===== config.mk =====
export PLATFORM = sky130hd
export DESIGN_NAME = mode_pulse_sequencer_with_battery_gauge
export DESIGN_NICKNAME = d
export VERILOG_FILES = /design/src/sv/msp_pkg.sv /design/src/sv/msp_pulse.sv /design/src/sv/msp_gauge.sv /design/src/sv/mode_pulse_sequencer_with_battery_gauge.sv
export SDC_FILE = /design/constraint.sdc
export NUM_CORES = 1
export LEC_CHECK = 0
export BUFFER_PORTS_ARGS = -buffer_cell sky130_fd_sc_hd__buf_2
export CAP_MARGIN = 20
export CORE_MARGIN = 1
export CORE_UTILIZATION = 30
export CTS_BUF_LIST = sky130_fd_sc_hd__clkbuf_16
export DETAILED_ROUTE_END_ITERATION = 10
export PLACE_DENSITY_LB_ADDON = 0.12
export SETUP_SLACK_MARGIN = 0.05
export SLEW_MARGIN = 30
export SYNTH_ARGS = -nofsm -noshare
export SYNTH_HDL_FRONTEND = slang
export SYNTH_SLANG_ARGS = --single-unit
export TNS_END_PERCENT = 30

===== constraint.sdc =====
create_clock -name clk -period 12 [get_ports clk]
set_input_delay 0.6 -clock clk [delete_from_list [all_inputs] [get_ports clk]]
set_output_delay 0.6 -clock clk [all_outputs]
set_load 0.05 [all_outputs]

===== src/sv/msp_pkg.sv =====
// Shared types, constants and lookup functions for the mode pulse sequencer.
`default_nettype none

package msp_pkg;

  // Fixed register widths
  localparam int TICK_W    = 16;
  localparam int BOUND_W   = 48;
  localparam int CFG_W     = 48;
  localparam int CFG_IDX_W = 3;
  localparam int NUM_BANDS = 4;
  localparam int SEG_W     = 7;
  localparam int PINS_W    = 4;
  localparam int MODE_W    = 2;

  // Register indexes
  localparam logic [CFG_IDX_W-1:0] REG_MODE_ONE_TICKS    = 3'd0;
  localparam logic [CFG_IDX_W-1:0] REG_MODE_TWO_TICKS    = 3'd1;
  localparam logic [CFG_IDX_W-1:0] REG_MODE_THREE_TICKS  = 3'd2;
  localparam logic [CFG_IDX_W-1:0] REG_SECONDARY_TICKS   = 3'd3;
  localparam logic [CFG_IDX_W-1:0] REG_SHORT_PRESS_LIMIT = 3'd4;
  localparam logic [CFG_IDX_W-1:0] REG_BATTERY_PERIOD    = 3'd5;
  localparam logic [CFG_IDX_W-1:0] REG_BAND_LOWER        = 3'd6;
  localparam logic [CFG_IDX_W-1:0] REG_BAND_UPPER        = 3'd7;

  // Register reset values
  localparam logic [TICK_W-1:0] RST_MODE_ONE_TICKS    = 16'd100;
  localparam logic [TICK_W-1:0] RST_MODE_TWO_TICKS    = 16'd200;
  localparam logic [TICK_W-1:0] RST_MODE_THREE_TICKS  = 16'd300;
  localparam logic [TICK_W-1:0] RST_SECONDARY_TICKS   = 16'd100;
  localparam logic [TICK_W-1:0] RST_SHORT_PRESS_LIMIT = 16'd50;
  localparam logic [TICK_W-1:0] RST_BATTERY_PERIOD    = 16'd1000;

  // Mode codes
  localparam logic [MODE_W-1:0] MODE_ONE   = 2'd0;
  localparam logic [MODE_W-1:0] MODE_TWO   = 2'd1;
  localparam logic [MODE_W-1:0] MODE_THREE = 2'd2;
  localparam logic [MODE_W-1:0] MODE_NONE  = 2'd3;

  // Display and LED patterns
  localparam logic [SEG_W-1:0]  SEG_MODE_ONE   = 7'd48;
  localparam logic [SEG_W-1:0]  SEG_MODE_TWO   = 7'd109;
  localparam logic [SEG_W-1:0]  SEG_MODE_THREE = 7'd121;
  localparam logic [SEG_W-1:0]  SEG_BLANK      = 7'd0;
  localparam logic [PINS_W-1:0] PINS_ALL_ON    = 4'd15;

  typedef struct packed {
    logic [TICK_W-1:0] mode_one_ticks;
    logic [TICK_W-1:0] mode_two_ticks;
    logic [TICK_W-1:0] mode_three_ticks;
    logic [TICK_W-1:0] secondary_ticks;
    logic [TICK_W-1:0] short_press_limit;
  } pulse_cfg_t;

  typedef struct packed {
    logic [TICK_W-1:0]  battery_period;
    logic [BOUND_W-1:0] band_lower;
    logic [BOUND_W-1:0] band_upper;
  } gauge_cfg_t;

  typedef struct packed {
    logic              main_drive;
    logic              secondary_drive;
    logic [SEG_W-1:0]  segment_pattern;
    logic [MODE_W-1:0] current_mode;
  } pulse_res_t;

  typedef struct packed {
    logic [PINS_W-1:0] battery_pins;
    logic              sample_taken;
  } gauge_res_t;

  // Segment pattern for a mode; out-of-range codes show mode three
  function automatic logic [SEG_W-1:0] seg_code(input logic [MODE_W-1:0] mode);
    logic [SEG_W-1:0] code;
    unique case (mode)
      MODE_ONE: code = SEG_MODE_ONE;
      MODE_TWO: code = SEG_MODE_TWO;
      default:  code = SEG_MODE_THREE;
    endcase
    return code;
  endfunction

  // LED pins for a battery band, band one first
  function automatic logic [PINS_W-1:0] band_pins(input logic [1:0] band);
    logic [PINS_W-1:0] pins;
    unique case (band)
      2'd0:    pins = 4'd7;
      2'd1:    pins = 4'd3;
      2'd2:    pins = 4'd1;
      default: pins = 4'd0;
    endcase
    return pins;
  endfunction

endpackage

`default_nettype wire


===== src/sv/msp_pulse.sv =====
// Mode selector, press counter, main and secondary pulse timers, segment display.
`default_nettype none

module msp_pulse
  import msp_pkg::*;
#(
  parameter int TIMER_WIDTH = 16
) (
  input  wire         clk,
  input  wire         rst_n,
  input  wire         step_en,
  input  wire         pressed,
  input  wire         advance,
  input  pulse_cfg_t  cfg,
  output pulse_res_t  res_nxt
);

  localparam int CW = (TIMER_WIDTH > TICK_W) ? TIMER_WIDTH : TICK_W;

  logic [TIMER_WIDTH-1:0] press_cnt_r, press_cnt_nxt;
  logic [TIMER_WIDTH-1:0] main_el_r, main_el_nxt;
  logic [TIMER_WIDTH-1:0] sec_el_r, sec_el_nxt;
  logic                   run_r, run_nxt;
  logic                   sec_r, sec_nxt;
  logic [MODE_W-1:0]      mode_r, mode_nxt;
  logic [MODE_W-1:0]      shown_r, shown_nxt;
  logic                   main_pin_r, main_pin_nxt;
  logic                   sec_pin_r, sec_pin_nxt;
  logic [SEG_W-1:0]       seg_r, seg_nxt;
  logic [TICK_W-1:0]      main_len;

  // Main pulse length for the mode in force after this tick's advance
  always_comb begin
    unique case (mode_nxt)
      MODE_ONE: main_len = cfg.mode_one_ticks;
      MODE_TWO: main_len = cfg.mode_two_ticks;
      default:  main_len = cfg.mode_three_ticks;
    endcase
  end

  // One tick: mode advance, display, then button and timers
  always_comb begin
    mode_nxt     = mode_r;
    shown_nxt    = shown_r;
    seg_nxt      = seg_r;
    press_cnt_nxt = press_cnt_r;
    run_nxt      = run_r;
    sec_nxt      = sec_r;
    main_el_nxt  = main_el_r;
    sec_el_nxt   = sec_el_r;
    main_pin_nxt = main_pin_r;
    sec_pin_nxt  = sec_pin_r;

    if (advance && !run_r && !sec_r) begin
      mode_nxt = (mode_r >= MODE_THREE) ? MODE_ONE : mode_r + 2'd1;
    end

    if (shown_r != mode_nxt) begin
      shown_nxt = mode_nxt;
      seg_nxt   = seg_code(mode_nxt);
    end

    if (pressed) begin
      // saturating hold counter
      if (press_cnt_r != {TIMER_WIDTH{1'b1}}) begin
        press_cnt_nxt = press_cnt_r + TIMER_WIDTH'(1);
      end
    end else begin
      // short press starts a run
      if ((press_cnt_r != '0) && (CW'(press_cnt_r) < CW'(cfg.short_press_limit)) &&
          !sec_r && !run_r) begin
        run_nxt = 1'b1;
      end
      // main pulse; its end hands over to the secondary pulse
      if (run_nxt && !sec_nxt) begin
        if (main_el_r == '0) begin
          main_pin_nxt = 1'b1;
        end
        main_el_nxt = main_el_r + TIMER_WIDTH'(1);
        if (CW'(main_el_nxt) >= CW'(main_len)) begin
          main_pin_nxt = 1'b0;
          main_el_nxt  = '0;
          sec_nxt      = 1'b1;
          run_nxt      = 1'b0;
        end
      end
      // secondary pulse, ends on exact match (wraps otherwise)
      if (sec_nxt && !run_nxt) begin
        if (sec_el_r == '0) begin
          sec_pin_nxt = 1'b1;
        end
        sec_el_nxt = sec_el_r + TIMER_WIDTH'(1);
        if (CW'(sec_el_nxt) == CW'(cfg.secondary_ticks)) begin
          sec_pin_nxt = 1'b0;
          sec_nxt     = 1'b0;
          sec_el_nxt  = '0;
        end
      end
      press_cnt_nxt = '0;
    end
  end

  // State update once per tick
  always_ff @(posedge clk) begin
    if (!rst_n) begin
      press_cnt_r <= '0;
      main_el_r   <= '0;
      sec_el_r    <= '0;
      run_r       <= 1'b0;
      sec_r       <= 1'b0;
      mode_r      <= MODE_ONE;
      shown_r     <= MODE_NONE;
      main_pin_r  <= 1'b0;
      sec_pin_r   <= 1'b0;
      seg_r       <= SEG_BLANK;
    end else if (step_en) begin
      press_cnt_r <= press_cnt_nxt;
      main_el_r   <= main_el_nxt;
      sec_el_r    <= sec_el_nxt;
      run_r       <= run_nxt;
      sec_r       <= sec_nxt;
      mode_r      <= mode_nxt;
      shown_r     <= shown_nxt;
      main_pin_r  <= main_pin_nxt;
      sec_pin_r   <= sec_pin_nxt;
      seg_r       <= seg_nxt;
    end
  end

  assign res_nxt.main_drive      = main_pin_nxt;
  assign res_nxt.secondary_drive = sec_pin_nxt;
  assign res_nxt.segment_pattern = seg_nxt;
  assign res_nxt.current_mode    = mode_nxt;

endmodule

`default_nettype wire


===== src/sv/msp_gauge.sv =====
// Battery sample timer, band classifier and battery LED register.
`default_nettype none

module msp_gauge
  import msp_pkg::*;
#(
  parameter int TIMER_WIDTH  = 16,
  parameter int SAMPLE_WIDTH = 12
) (
  input  wire                    clk,
  input  wire                    rst_n,
  input  wire                    step_en,
  input  wire [SAMPLE_WIDTH-1:0] sample,
  input  gauge_cfg_t             cfg,
  output gauge_res_t             res_nxt
);

  localparam int CW = (TIMER_WIDTH > TICK_W) ? TIMER_WIDTH : TICK_W;
  localparam int BW = BOUND_W + NUM_BANDS * SAMPLE_WIDTH;

  logic [TIMER_WIDTH-1:0]  timer_r, timer_nxt;
  logic [SAMPLE_WIDTH-1:0] last_r, last_nxt;
  logic [PINS_W-1:0]       pins_r, pins_nxt;
  logic                    taken;
  logic [BW-1:0]           lo_ext, hi_ext;
  logic [NUM_BANDS-1:0]    in_band;

  assign lo_ext = BW'(cfg.band_lower);
  assign hi_ext = BW'(cfg.band_upper);

  // Per-band range compare, exclusive low and inclusive high
  always_comb begin
    for (int b = 0; b < NUM_BANDS; b++) begin
      in_band[b] = (sample > lo_ext[b*SAMPLE_WIDTH +: SAMPLE_WIDTH]) &&
                   (sample <= hi_ext[b*SAMPLE_WIDTH +: SAMPLE_WIDTH]);
    end
  end

  assign taken = (CW'(timer_r) == CW'(cfg.battery_period));

  // Sampling tick, lowest matching band wins, then timer countdown
  always_comb begin
    pins_nxt = pins_r;
    last_nxt = last_r;
    if (taken) begin
      if (sample != last_r) begin
        priority if (in_band[0]) pins_nxt = band_pins(2'd0);
        else if (in_band[1])     pins_nxt = band_pins(2'd1);
        else if (in_band[2])     pins_nxt = band_pins(2'd2);
        else if (in_band[3])     pins_nxt = band_pins(2'd3);
        else                     pins_nxt = pins_r;
      end
      last_nxt = sample;
    end
    if (timer_r != '0) begin
      timer_nxt = timer_r - TIMER_WIDTH'(1);
    end else begin
      timer_nxt = TIMER_WIDTH'(cfg.battery_period);
    end
  end

  always_ff @(posedge clk) begin
    if (!rst_n) begin
      timer_r <= TIMER_WIDTH'(RST_BATTERY_PERIOD);
      last_r  <= '0;
      pins_r  <= PINS_ALL_ON;
    end else if (step_en) begin
      timer_r <= timer_nxt;
      last_r  <= last_nxt;
      pins_r  <= pins_nxt;
    end
  end

  assign res_nxt.battery_pins = pins_nxt;
  assign res_nxt.sample_taken = taken;

endmodule

`default_nettype wire


===== src/sv/mode_pulse_sequencer_with_battery_gauge.sv =====
// Top level: config registers, input register, pulse and gauge units, result register.
//
// Each input item is one tick: button level, mode advance request and a
// battery ADC sample. Each item yields exactly one result item with the
// pin levels, segment pattern, battery LED pattern and mode after that tick.
// Channels: in_* and out_* use valid/ready; an item moves when both are high.
// The cfg_* port writes one register per cycle with cfg_wr_en; write only
// while no item is in flight.
// An accepted item passes the input register, then the result register,
// where its result is offered. Throughput: one item per cycle while
// out_ready stays high, set by the combinational tick update in between.
// Reset (rst_n low, synchronous) restores register defaults, clears the
// pulse state, blanks the display and drives all battery pins high.
// When the receiver stalls, the result register holds and the input
// register still takes one more item; in_ready drops only when both are
// full and out_ready is low.
`default_nettype none

module mode_pulse_sequencer_with_battery_gauge
  import msp_pkg::*;
#(
  parameter int TIMER_WIDTH  = 16,
  parameter int SAMPLE_WIDTH = 12
) (
  input  wire                    clk,
  input  wire                    rst_n,
  // input channel
  input  wire                    in_valid,
  output logic                   in_ready,
  input  wire                    in_button_pressed,
  input  wire                    in_mode_advance,
  input  wire [SAMPLE_WIDTH-1:0] in_battery_sample,
  // result channel
  output logic                   out_valid,
  input  wire                    out_ready,
  output logic                   out_main_drive,
  output logic                   out_secondary_drive,
  output logic [SEG_W-1:0]       out_segment_pattern,
  output logic [PINS_W-1:0]      out_battery_pins,
  output logic [MODE_W-1:0]      out_current_mode,
  output logic                   out_sample_taken,
  // configuration port
  input  wire                    cfg_wr_en,
  input  wire [CFG_IDX_W-1:0]    cfg_index,
  input  wire [CFG_W-1:0]        cfg_wr_data
);

  pulse_cfg_t              pcfg_r;
  gauge_cfg_t              gcfg_r;
  logic                    in_v_r;
  logic                    pressed_r;
  logic                    advance_r;
  logic [SAMPLE_WIDTH-1:0] sample_r;
  logic                    out_v_r;
  pulse_res_t              pres_r, pres_nxt;
  gauge_res_t              gres_r, gres_nxt;
  logic                    step;

  // Configuration registers
  always_ff @(posedge clk) begin
    if (!rst_n) begin
      pcfg_r.mode_one_ticks    <= RST_MODE_ONE_TICKS;
      pcfg_r.mode_two_ticks    <= RST_MODE_TWO_TICKS;
      pcfg_r.mode_three_ticks  <= RST_MODE_THREE_TICKS;
      pcfg_r.secondary_ticks   <= RST_SECONDARY_TICKS;
      pcfg_r.short_press_limit <= RST_SHORT_PRESS_LIMIT;
      gcfg_r.battery_period    <= RST_BATTERY_PERIOD;
      gcfg_r.band_lower        <= '0;
      gcfg_r.band_upper        <= '0;
    end else if (cfg_wr_en) begin
      unique case (cfg_index)
        REG_MODE_ONE_TICKS:    pcfg_r.mode_one_ticks    <= cfg_wr_data[TICK_W-1:0];
        REG_MODE_TWO_TICKS:    pcfg_r.mode_two_ticks    <= cfg_wr_data[TICK_W-1:0];
        REG_MODE_THREE_TICKS:  pcfg_r.mode_three_ticks  <= cfg_wr_data[TICK_W-1:0];
        REG_SECONDARY_TICKS:   pcfg_r.secondary_ticks   <= cfg_wr_data[TICK_W-1:0];
        REG_SHORT_PRESS_LIMIT: pcfg_r.short_press_limit <= cfg_wr_data[TICK_W-1:0];
        REG_BATTERY_PERIOD:    gcfg_r.battery_period    <= cfg_wr_data[TICK_W-1:0];
        REG_BAND_LOWER:        gcfg_r.band_lower        <= cfg_wr_data[BOUND_W-1:0];
        REG_BAND_UPPER:        gcfg_r.band_upper        <= cfg_wr_data[BOUND_W-1:0];
        default:               ;
      endcase
    end
  end

  // Handshake: tick is processed when the result register can take it
  assign step     = in_v_r && (!out_v_r || out_ready);
  assign in_ready = !in_v_r || step;

  // Input register
  always_ff @(posedge clk) begin
    if (!rst_n) begin
      in_v_r <= 1'b0;
    end else if (in_ready) begin
      in_v_r <= in_valid;
    end
  end

  always_ff @(posedge clk) begin
    if (in_valid && in_ready) begin
      pressed_r <= in_button_pressed;
      advance_r <= in_mode_advance;
      sample_r  <= in_battery_sample;
    end
  end

  msp_pulse #(
    .TIMER_WIDTH(TIMER_WIDTH)
  ) u_pulse (
    .clk     (clk),
    .rst_n   (rst_n),
    .step_en (step),
    .pressed (pressed_r),
    .advance (advance_r),
    .cfg     (pcfg_r),
    .res_nxt (pres_nxt)
  );

  msp_gauge #(
    .TIMER_WIDTH (TIMER_WIDTH),
    .SAMPLE_WIDTH(SAMPLE_WIDTH)
  ) u_gauge (
    .clk     (clk),
    .rst_n   (rst_n),
    .step_en (step),
    .sample  (sample_r),
    .cfg     (gcfg_r),
    .res_nxt (gres_nxt)
  );

  // Result register
  always_ff @(posedge clk) begin
    if (!rst_n) begin
      out_v_r <= 1'b0;
    end else if (step) begin
      out_v_r <= 1'b1;
    end else if (out_ready) begin
      out_v_r <= 1'b0;
    end
  end

  always_ff @(posedge clk) begin
    if (step) begin
      pres_r <= pres_nxt;
      gres_r <= gres_nxt;
    end
  end

  assign out_valid           = out_v_r;
  assign out_main_drive      = pres_r.main_drive;
  assign out_secondary_drive = pres_r.secondary_drive;
  assign out_segment_pattern = pres_r.segment_pattern;
  assign out_current_mode    = pres_r.current_mode;
  assign out_battery_pins    = gres_r.battery_pins;
  assign out_sample_taken    = gres_r.sample_taken;

  // Main and secondary pulses never overlap
  a_pulses_exclusive: assert property (@(posedge clk) disable iff (!rst_n)
    out_v_r |-> !(pres_r.main_drive && pres_r.secondary_drive))
    else $error("main and secondary drive both high");

  // Mode stays within the three valid modes
  a_mode_range: assert property (@(posedge clk) disable iff (!rst_n)
    out_v_r |-> (pres_r.current_mode != MODE_NONE))
    else $error("current mode out of range");

  // Input stalls only when the input register holds an unprocessed item
  a_stall_reason: assert property (@(posedge clk) disable iff (!rst_n)
    !in_ready |-> (in_v_r && out_v_r && !out_ready))
    else $error("input stalled without cause");

  // A processed tick always lands in the result register
  a_step_result: assert property (@(posedge clk) disable iff (!rst_n)
    step |=> out_v_r)
    else $error("processed tick produced no result");

endmodule

`default_nettype wire


==> results.cfg, run 1 <==
[run_status]
status = completed

[placement]
dp_hpwl_mm = 35.7
dpl.cell_count = 2868
place_congestion = 0.810
port_buffers = 87

[critical_path]
required_ns = 12.42
cp-end-kind = register
crit_arrival_ns = 5.49
slowest_stage = clkinv_1
cpMostUsedCell = a21oi_1
worstSetupPathType = reg -> reg
critPathBufInv = 2
crit_chain = nor3b_1, mux2i_1, clkinv_1, nor2_1, a21oi_1, ha_1, a21oi_1, o21ai_0, a2111o_1, a21o_1, o211ai_2, buf_4, a21bo_4, o32ai_1
startpoint_type = register
cp_max_fo = 34
critical_path.top_delay_family = compound AO/OA/AOI/OAI gates
critical-path-max-stage-delay_ns = 0.87

[pwr]
peakVddDrop_mv = 0.0895
power_frac_comb_pct = 10.3
clock_power_share_pct = 45.6
power_leakage_nw = 7.10
p_switching_w = 0.000692
powerDensity_nw_per_um2 = 132
total_power_w = 0.00257
p_sw_share_pct = 27.0
seqPwrFrac_pct = 44.0
p_int_w = 0.00187

[timing]
setup_tns_ns = 0
fin_crit_sh_pct = 42.3
slew_headroom_pct = 38.3
setup_viol = 0
tightestPinTransition_ns = 0.926
finClkSkew_ns = 0.0139
hold_viol = 0
period_needed_ns = 5.07
fmax_mhz = 197
rsz0062_at_grt = no
slew_viol_final = 0

[floorplan]
die_h_um = 240
start_util_pct = 30.3
boundaryPins = 88
core_um2 = 56300
dieArea_um2 = 57800
num_rows = 87
die_x_um = 240

[clocking]
cts_made_buffers = 40
clk_latency_ns = 0.56
cts_tree = yes
cts-hold-fix-buffers = 0
clock_sink_count = 319
h-tree-depth = 2
cts_resized = 0
clockRootBuffer = clkbuf_16
cts_setup_buffers = 0
cts_buffer_depth = 3
path_clk_slew_ns = 0.06

[final_layout]
fin_nets = 2360
drive_above_1_share_pct = 9.19
instances_no_fill = 2943
area_growth_pct = 13.6

[routing]
drt_iter0_drc = 823
drt_first_pass_iters = 5
drt.antenna.violating_nets = 0
via_count = 14717
via_per_inst = 5.00
drt-total-wl_mm = 52.6
wl_per_cell_um = 17.9
drc_errors = 0

[job]
drv_cap = 0

[synthesis]
ys_seq_elements = 319
syn-cell-area_um2 = 17100
syn_area_per_cell_um2 = 8.00
synthCells = 2133
ys.flop_type = dfxtp_1
yosysWarningCount = 0
post_synth_num_cell_types = 77
synth-seq-area-share_pct = 39.2
synthArstFlopShare_pct = 0
syn-num-nets = 2338
synth-edff-count = 30

[grt]
overflow = 0
grt_pass1_vias = 14493
grt_first_pass_wirelength_mm = 83.5
grt_util_all_layers_pct = 18.6
antenna_found_initial = 1
grt_max_degree = 91

[hold_path]
hp-class = in -> reg
## stage by stage
step,area (um2),util (%),setup WS (ns),hold slack [ns]
global route,19400,34.5,6.49,0.192
floorplan,17100,-,8.01,0.434
CTS,19400,34.4,6.93,0.168
global placement,18100,32.2,7.06,0.444
detailed placement,18100,32.2,6.93,0.447
finish,19400,34.5,6.93,0.215
## registers in the layout, indices dropped and copies added, names as in the netlist, 2 cells and up
signal	flops
u_gauge.last_r	12
u_pulse.mode_r	2
out_battery_pins	4
u_pulse.press_cnt_r	16
out_current_mode	2
sample_r	12
u_gauge.timer_r	16
u_pulse.seg_r	7
gcfg_r	112
pcfg_r	80
u_pulse.main_el_r	16
out_segment_pattern	7
u_pulse.shown_r	2
u_gauge.pins_r	4
u_pulse.sec_el_r	16
## layer usage
layer  vias up  GRT usage, %  wire, um
li1       7435             -         -
met1      6977          24.1     24300
met2       234          31.8     25200
met3        71          2.50      1980
met4         0          5.31      1070
met5         -             0         0
## final timing paths
path                        startpoint                   to  slack [ns]  cells after the start
setup / recovery         u_pulse.run_r  u_pulse.sec_el_r[1]        6.93                     14
hold / removal    in_battery_sample[4]          sample_r[4]        0.21                      1
setup reg to reg         u_pulse.run_r  u_pulse.sec_el_r[1]        6.93                     14
hold reg to reg             pcfg_r[67]           pcfg_r[67]        0.45                      2
## power groups by stage
stage	Sequential, W	Clock (W)	Combinational (W)
6_report	0.00113	0.00117	0.000265
5_1_grt	0.00113	0.00125	0.000299
4_1_cts	0.00113	0.00121	0.000269
3_5_place_dp	0.00115	0	0.000268
3_3_place_gp	0.00115	0	0.000263
2_1_floorplan	0.00116	0	0.000164
## layout make-up
type	instances	area (um2)
diodes	1	2.50
clock buffers	42	1050
clock inverters	31	199
fillers	6025	36900
inverters	130	493
multi-input cells	1552	9380
flip-flops and latches	319	6690
well taps	756	946
repair buffers	112	638
## cells by family after synthesis
group	share of synthesized area (%)
AO/OA/AOI/OAI	16.4
flip-flops	39.2
AND/OR/NAND/NOR	22.9
adder cells (fa/ha/maj)	9.90
XOR/XNOR	3.64
multiplexers	1.82
buffers and inverters	6.14
## layout by cell type, fill, tap and decap left out, drive strengths merged, types with 16 or more instances in the layout
master | Yosys | layout
o211ai | 32 | 32
o21ai | 46 | 46
nand2 | 467 | 467
xnor2 | 50 | 50
a21oi | 271 | 271
nand3 | 63 | 63
nor2b | 16 | 16
xor2 | 21 | 21
clkbuf | 109 | 42
edfxtp | 30 | 30
nand4 | 67 | 67
ha | 135 | 135
nor3 | 18 | 18
inv | 129 | 143
nor2 | 108 | 108
or3 | 21 | 21
a21o | 19 | 19
buf | 23 | 112
nor4 | 17 | 17
mux2i | 31 | 31
clkinv | 1 | 16
dfxtp | 289 | 289
## cells in the mapped netlist (all sizes together) (8+ instances only)
cell	number	area, um2
nand4	67	438
a21oi	271	1360
xor2	21	184
a211oi	14	115
and2	12	75.1
o22ai	8	50.1
nor2b	16	100
nor4	17	113
buf	23	130
nor2	108	405
ha	135	1690
mux2i	31	310
o21ai	46	230
xnor2	50	438
nand3	63	315
dfxtp	289	5790
or3	21	131
inv	129	484
a21o	19	143
nand2	467	1760
o21a	8	60.1
clkbuf	109	429
a2111oi	9	78.8
edfxtp	30	901
nor3	18	95.1
o211ai	32	280
and3	14	87.6
Power figures use the tool's default switching activity.
==> run 2: changes to the inputs <==
==> constraint.sdc (replaced) <==
create_clock -name clk -period 4.1 [get_ports clk]
set_input_delay 0.205 -clock clk [delete_from_list [all_inputs] [get_ports clk]]
set_output_delay 0.205 -clock clk [all_outputs]
set_load 0.05 [all_outputs]
==> run 2 against run 1 <==
Against the previous run: fmax is 40% higher; final area rose by 3.3%; critical path depth rose by 2; global-route usage barely moved; total power increased to 3.0 times the previous value; utilization is 1.1 points higher; non-clock buffer count grew 61; setup slack got worse by 6.5 ns; die area did not move; clock skew rose by 0.0010 ns; register-to-register slack got worse by 6.5 ns; largest power group unchanged.
==> results.cfg, run 2 (synthesis gave the netlist of run 1 again) <==
[floorplan]
dieArea_um2 = 57800
die_x_um = 240
core_um2 = 56300
boundaryPins = 88
num_rows = 87
start_util_pct = 30.3
die_h_um = 240

[clocking]
cts_made_buffers = 41
clk_latency_ns = 0.57
path_clk_slew_ns = 0.06
clockRootBuffer = clkbuf_16
cts_buffer_depth = 3
cts_tree = yes
clock_sink_count = 319
cts_resized = 0
h-tree-depth = 2

[timing]
tightestPinTransition_ns = 0.941
hold_viol = 0
finClkSkew_ns = 0.0149
fmax_mhz = 275
slew_viol_final = 0
slew_headroom_pct = 37.1
fin_ws_ns = 0.468
setup_viol = 0
setup_tns_ns = 0
period_needed_ns = 3.63
fin_crit_sh_pct = 88.6
rsz0062_at_grt = no

[pwr]
p_sw_share_pct = 26.5
seqPwrFrac_pct = 43.5
p_switching_w = 0.00203
powerDensity_nw_per_um2 = 382
p_int_w = 0.00562
total_power_w = 0.00765
clock_power_share_pct = 46.0
power_leakage_nw = 7.36
peakVddDrop_mv = 0.251
power_frac_comb_pct = 10.5

[final_layout]
drive_above_1_share_pct = 9.52
top_register = gcfg_r
nFillCells = 5947
regArea_um2 = 6690
final_cell_mix = 466 x nand2_1, 289 x dfxtp_1, 271 x a21oi_1, 135 x ha_1, 133 x inv_1
fin_nets = 2422
final_common_cell = nand2_1
multi_input_area_um2 = 9370
reg_top3 = gcfg_r x112, pcfg_r x80
largest_reg_flops = 112
area_growth_pct = 17.3

[routing]
via_per_inst = 5.01
via_count = 15050
wl_per_cell_um = 17.7
drt_first_pass_iters = 5
drt-total-wl_mm = 53.1
drc_errors = 0
drt_iter0_drc = 917
drt.antenna.violating_nets = 0

[run_status]
status = completed

[placement]
pre_cts_slack_ns = 0.507
port_buffers = 87
place_congestion = 0.864
dp_hpwl_mm = 36.0

[grt]
antenna_found_initial = 3
grt_first_pass_wirelength_mm = 83.1
grt_max_degree = 134
overflow = 0
grt_util_all_layers_pct = 18.6
grt_pass1_vias = 14621

[job]
drv_cap = 0

[critical_path]
startpoint_type = register
critical_path.top_delay_family = compound AO/OA/AOI/OAI gates
cp_max_fo = 17
critPathBufInv = 3
critical-path-max-stage-delay_ns = 0.36
crit_arrival_ns = 4.10
cp-end-kind = register
required_ns = 4.57
worstSetupPathType = reg -> reg
slowest_stage = a2111o_1
crit_chain = nor3b_1, buf_4, mux2i_4, buf_4, mux2i_1, nor2_1, a21oi_1, ha_1, a211oi_1, nor2_1, a2111o_1, a21o_1, o211ai_2, buf_4, nand2_1, o32ai_1
cpMostUsedCell = buf_4

[hold_path]
hp-class = in -> reg
## run 2: cell types whose count changed in the layout (fill, tap and decap cells not counted), sizes merged
| cell | delta |
|---|---|
| diode | +1 |
| clkinv | +3 |
| clkbuf | +1 |
| bufinv | +1 |
| buf | +11 |
| clkinvlp | +2 |
| inv | -6 |
| dlygate4sd3 | +50 |
## run 2: final timing paths
path / startpoint / end / slack, ns / depth (start not counted)
max: u_pulse.run_r / u_pulse.sec_el_r[1] / 0.47 / 16
min: cfg_wr_data[14] / gcfg_r[110] / 0.03 / 3
max reg2reg: u_pulse.run_r / u_pulse.sec_el_r[1] / 0.47 / 16
min reg2reg: gcfg_r[42] / gcfg_r[42] / 0.45 / 2
## run 2: cell type report
| class | count | share of cell area, % |
|---|---|---|
| repair buffers | 173 | 6.09 |
| inverters | 130 | 2.46 |
| clock inverters | 31 | 1.11 |
| well taps | 756 | 4.72 |
| flip-flops and latches | 319 | 33.4 |
| clock buffers | 43 | 5.37 |
| multi-input cells | 1552 | 46.8 |
| diodes | 2 | 0.0250 |
## run 2: power by group through the flow
stage,clock [W],combinational [W],sequential [W]
detailed placement,0,0.000772,0.00340
floorplan,0,0.000481,0.00340
finish,0.00352,0.000801,0.00333
global placement,0,0.000763,0.00339
global route,0.00375,0.000905,0.00333
CTS,0.00363,0.000813,0.00333
## run 2: timing repair
action / in CTS / in global routing
hold endpoints to repair: 82 / 0
setup buffers: 0 / 0
endpoints found under the setup margin: 0 / 0
hold buffers: 50 / 0
## run 2: metrics by stage
step | cell area [um2] | hold WS, ns | utilization (%) | cells
final | 20000 | 0.0346 | 35.6 | 3006
after global routing | 20000 | 0.0262 | 35.6 | 3005
after CTS | 20000 | 0.000234 | 35.6 | 3004
after detailed placement | 18200 | 0.385 | 32.4 | 2880
after global placement | 18200 | 0.383 | 32.4 | 2880
after floorplan | 17100 | 0.304 | - | 2133
## run 2: layer usage
metal,share of wire [%],GRT usage [%],up-vias
met2,47,31.5,282
met3,4.6,3.01,84
li1,-,-,7567
met1,46,23.7,7115
met5,0.026,0,-
met4,2.8,6.22,2
## run 2: tightest hold or removal path: cells and delay by family
kind	cells	cell delay (ns)
compound gates	1	0.05
buf+inv	1	0.20
simple gates	1	0.09
==> run 3: changes to the inputs <==
--- a/config.mk
+++ b/config.mk
@@ -8,10 +8,12 @@
 export BUFFER_PORTS_ARGS = -buffer_cell sky130_fd_sc_hd__buf_2
 export CAP_MARGIN = 20
 export CORE_MARGIN = 1
-export CORE_UTILIZATION = 30
+export CORE_UTILIZATION = 56
 export CTS_BUF_LIST = sky130_fd_sc_hd__clkbuf_16
 export DETAILED_ROUTE_END_ITERATION = 10
+export HOLD_SLACK_MARGIN = 0.08
 export PLACE_DENSITY_LB_ADDON = 0.12
+export REMOVE_ABC_BUFFERS = 1
 export SETUP_SLACK_MARGIN = 0.05
 export SLEW_MARGIN = 30
 export SYNTH_ARGS = -nofsm -noshare
==> run 3 against run 2 <==
Against the previous run: sequential share of layout area up 0.96 points; total power down 6.1%; first-iteration DRC count up 30%; clock skew down 0.0033 ns; die area down 46%; largest cell class unchanged.
==> results.cfg, run 3 (synthesis gave the netlist of run 1 again) <==
[final_layout]
top_register = gcfg_r
drive_above_1_share_pct = 8.73
reg_top3 = gcfg_r x112, pcfg_r x80
fin_util_pct = 65.3
final_common_cell = nand2_1
instances_no_fill = 2634
num_antenna_cells = 0
fin_nets = 2421
largest_reg_flops = 112
area_growth_pct = 14.0
final_cell_mix = 466 x nand2_1, 289 x dfxtp_1, 271 x a21oi_1, 140 x inv_1, 135 x ha_1

[timing]
setup_tns_ns = 0
hold_ws_ns = 0.0986
fin_crit_sh_pct = 89.9
period_needed_ns = 3.69
fin_ws_ns = 0.413
rsz0062_at_grt = no
slew_viol_final = 0
slew_headroom_pct = 39.9
fmax_mhz = 271
finClkSkew_ns = 0.0116
tightestPinTransition_ns = 0.900
setup_viol = 0
hold_viol = 0

[critical_path]
cp_max_fo = 23
critical_path.top_delay_family = compound AO/OA/AOI/OAI gates
required_ns = 4.51
critical-path-max-stage-delay_ns = 0.44
cp-end-kind = register
critPathBufInv = 4
crit_arrival_ns = 4.10
crit_chain = nor3b_1, buf_4, mux2i_1, clkinv_1, buf_4, nor2_1, a21oi_1, ha_1, a21oi_1, o21ai_0, a2111o_1, a21oi_1, buf_4, nand2_1, o41ai_1
worstSetupPathType = reg -> reg
startpoint_type = register
slowest_stage = a2111o_1

[clocking]
clock_sink_count = 319
clk_latency_ns = 0.53
h-tree-depth = 2
clockRootBuffer = clkbuf_16
cts_tree = yes
cts_buffer_depth = 3
cts_made_buffers = 36
path_clk_slew_ns = 0.06

[routing]
drc_errors = 0
drt.antenna.violating_nets = 0
wl_per_cell_um = 17.3
drt_first_pass_iters = 6
drt-total-wl_mm = 45.6
drt_iter0_drc = 1188
via_count = 15316
via_per_inst = 5.81

[floorplan]
dieArea_um2 = 31200
num_rows = 63
core_um2 = 29800
boundaryPins = 88
die_h_um = 177
start_util_pct = 57.3
die_x_um = 177

[job]
drv_cap = 0

[placement]
place_congestion = 0.891
pre_cts_slack_ns = 0.298
port_buffers = 87
dpl.cell_count = 2505
dp_hpwl_mm = 30.1

[grt]
grt_max_degree = 144
grt_pass1_vias = 14931
antenna_found_initial = 0
grt_util_all_layers_pct = 29.6
grt_first_pass_wirelength_mm = 74.4
overflow = 0

[pwr]
powerDensity_nw_per_um2 = 369
peakVddDrop_mv = 0.340
power_leakage_nw = 7.31

[run_status]
status = completed

[hold_path]
hp-class = in -> reg
[run 3: timing repair]
item                                   4_1_cts  5_1_grt
hold buffers                                62        0
setup endpoints to repair                    0        5
buffers inserted                             0        1
gates resized for setup                      0        1
endpoints found under the hold margin      142        0
[run 3: power by group]
group	internal [W]	switching [W]	leakage, nW
Clock	0.00176	0.00130	0.588
Sequential	0.00324	0.0000802	2.62
Combinational	0.000311	0.000493	4.10
[run 3: routing by layer]
| layer | up-vias | wire length (um) | track usage, % |
|---|---|---|---|
| met5 | - | 0 | 0 |
| met4 | 0 | 1610 | 11.3 |
| li1 | 7561 | - | - |
| met2 | 413 | 22000 | 51.7 |
| met3 | 115 | 2190 | 4.18 |
| met1 | 7227 | 19900 | 36.8 |
[run 3: metrics by stage]
step | area (um2) | power (W)
2_1_floorplan | 16500 | 0.00384
3_3_place_gp | 17700 | 0.00410
3_5_place_dp | 17700 | 0.00413
4_1_cts | 19400 | 0.00721
5_1_grt | 19500 | 0.00745
6_report | 19500 | 0.00718
[run 3: worst paths after layout]
kind	start	to	slack (ns)	cells after the start
setup / recovery	u_pulse.run_r	u_pulse.main_el_r[7]	0.41	15
hold / removal	cfg_wr_data[10]	pcfg_r[26]	0.1	3
setup reg to reg	u_pulse.run_r	u_pulse.main_el_r[7]	0.41	15
hold reg to reg	gcfg_r[25]	gcfg_r[25]	0.45	2
[run 3: layout make-up]
cell class,count,area (um2)
Timing Repair Buffer,177,1290
Fill cell,2606,10300
Clock buffer,37,926
Tap cell,390,488
Sequential cell,319,6690
Multi-Input combinational cell,1552,9390
Clock inverter,29,181
Inverter,130,493
[run 3: worst register-to-register path, cell delays in order (launching register included)]
cell      delay (ns)
dfxtp_1         0.37
nor3b_1         0.24
buf_4           0.17
mux2i_1         0.23
clkinv_1        0.18
buf_4           0.24
nor2_1          0.13
a21oi_1         0.05
ha_1            0.31
a21oi_1         0.16
o21ai_0         0.12
a2111o_1        0.44
a21oi_1         0.17
buf_4           0.23
nand2_1         0.22
o41ai_1         0.31
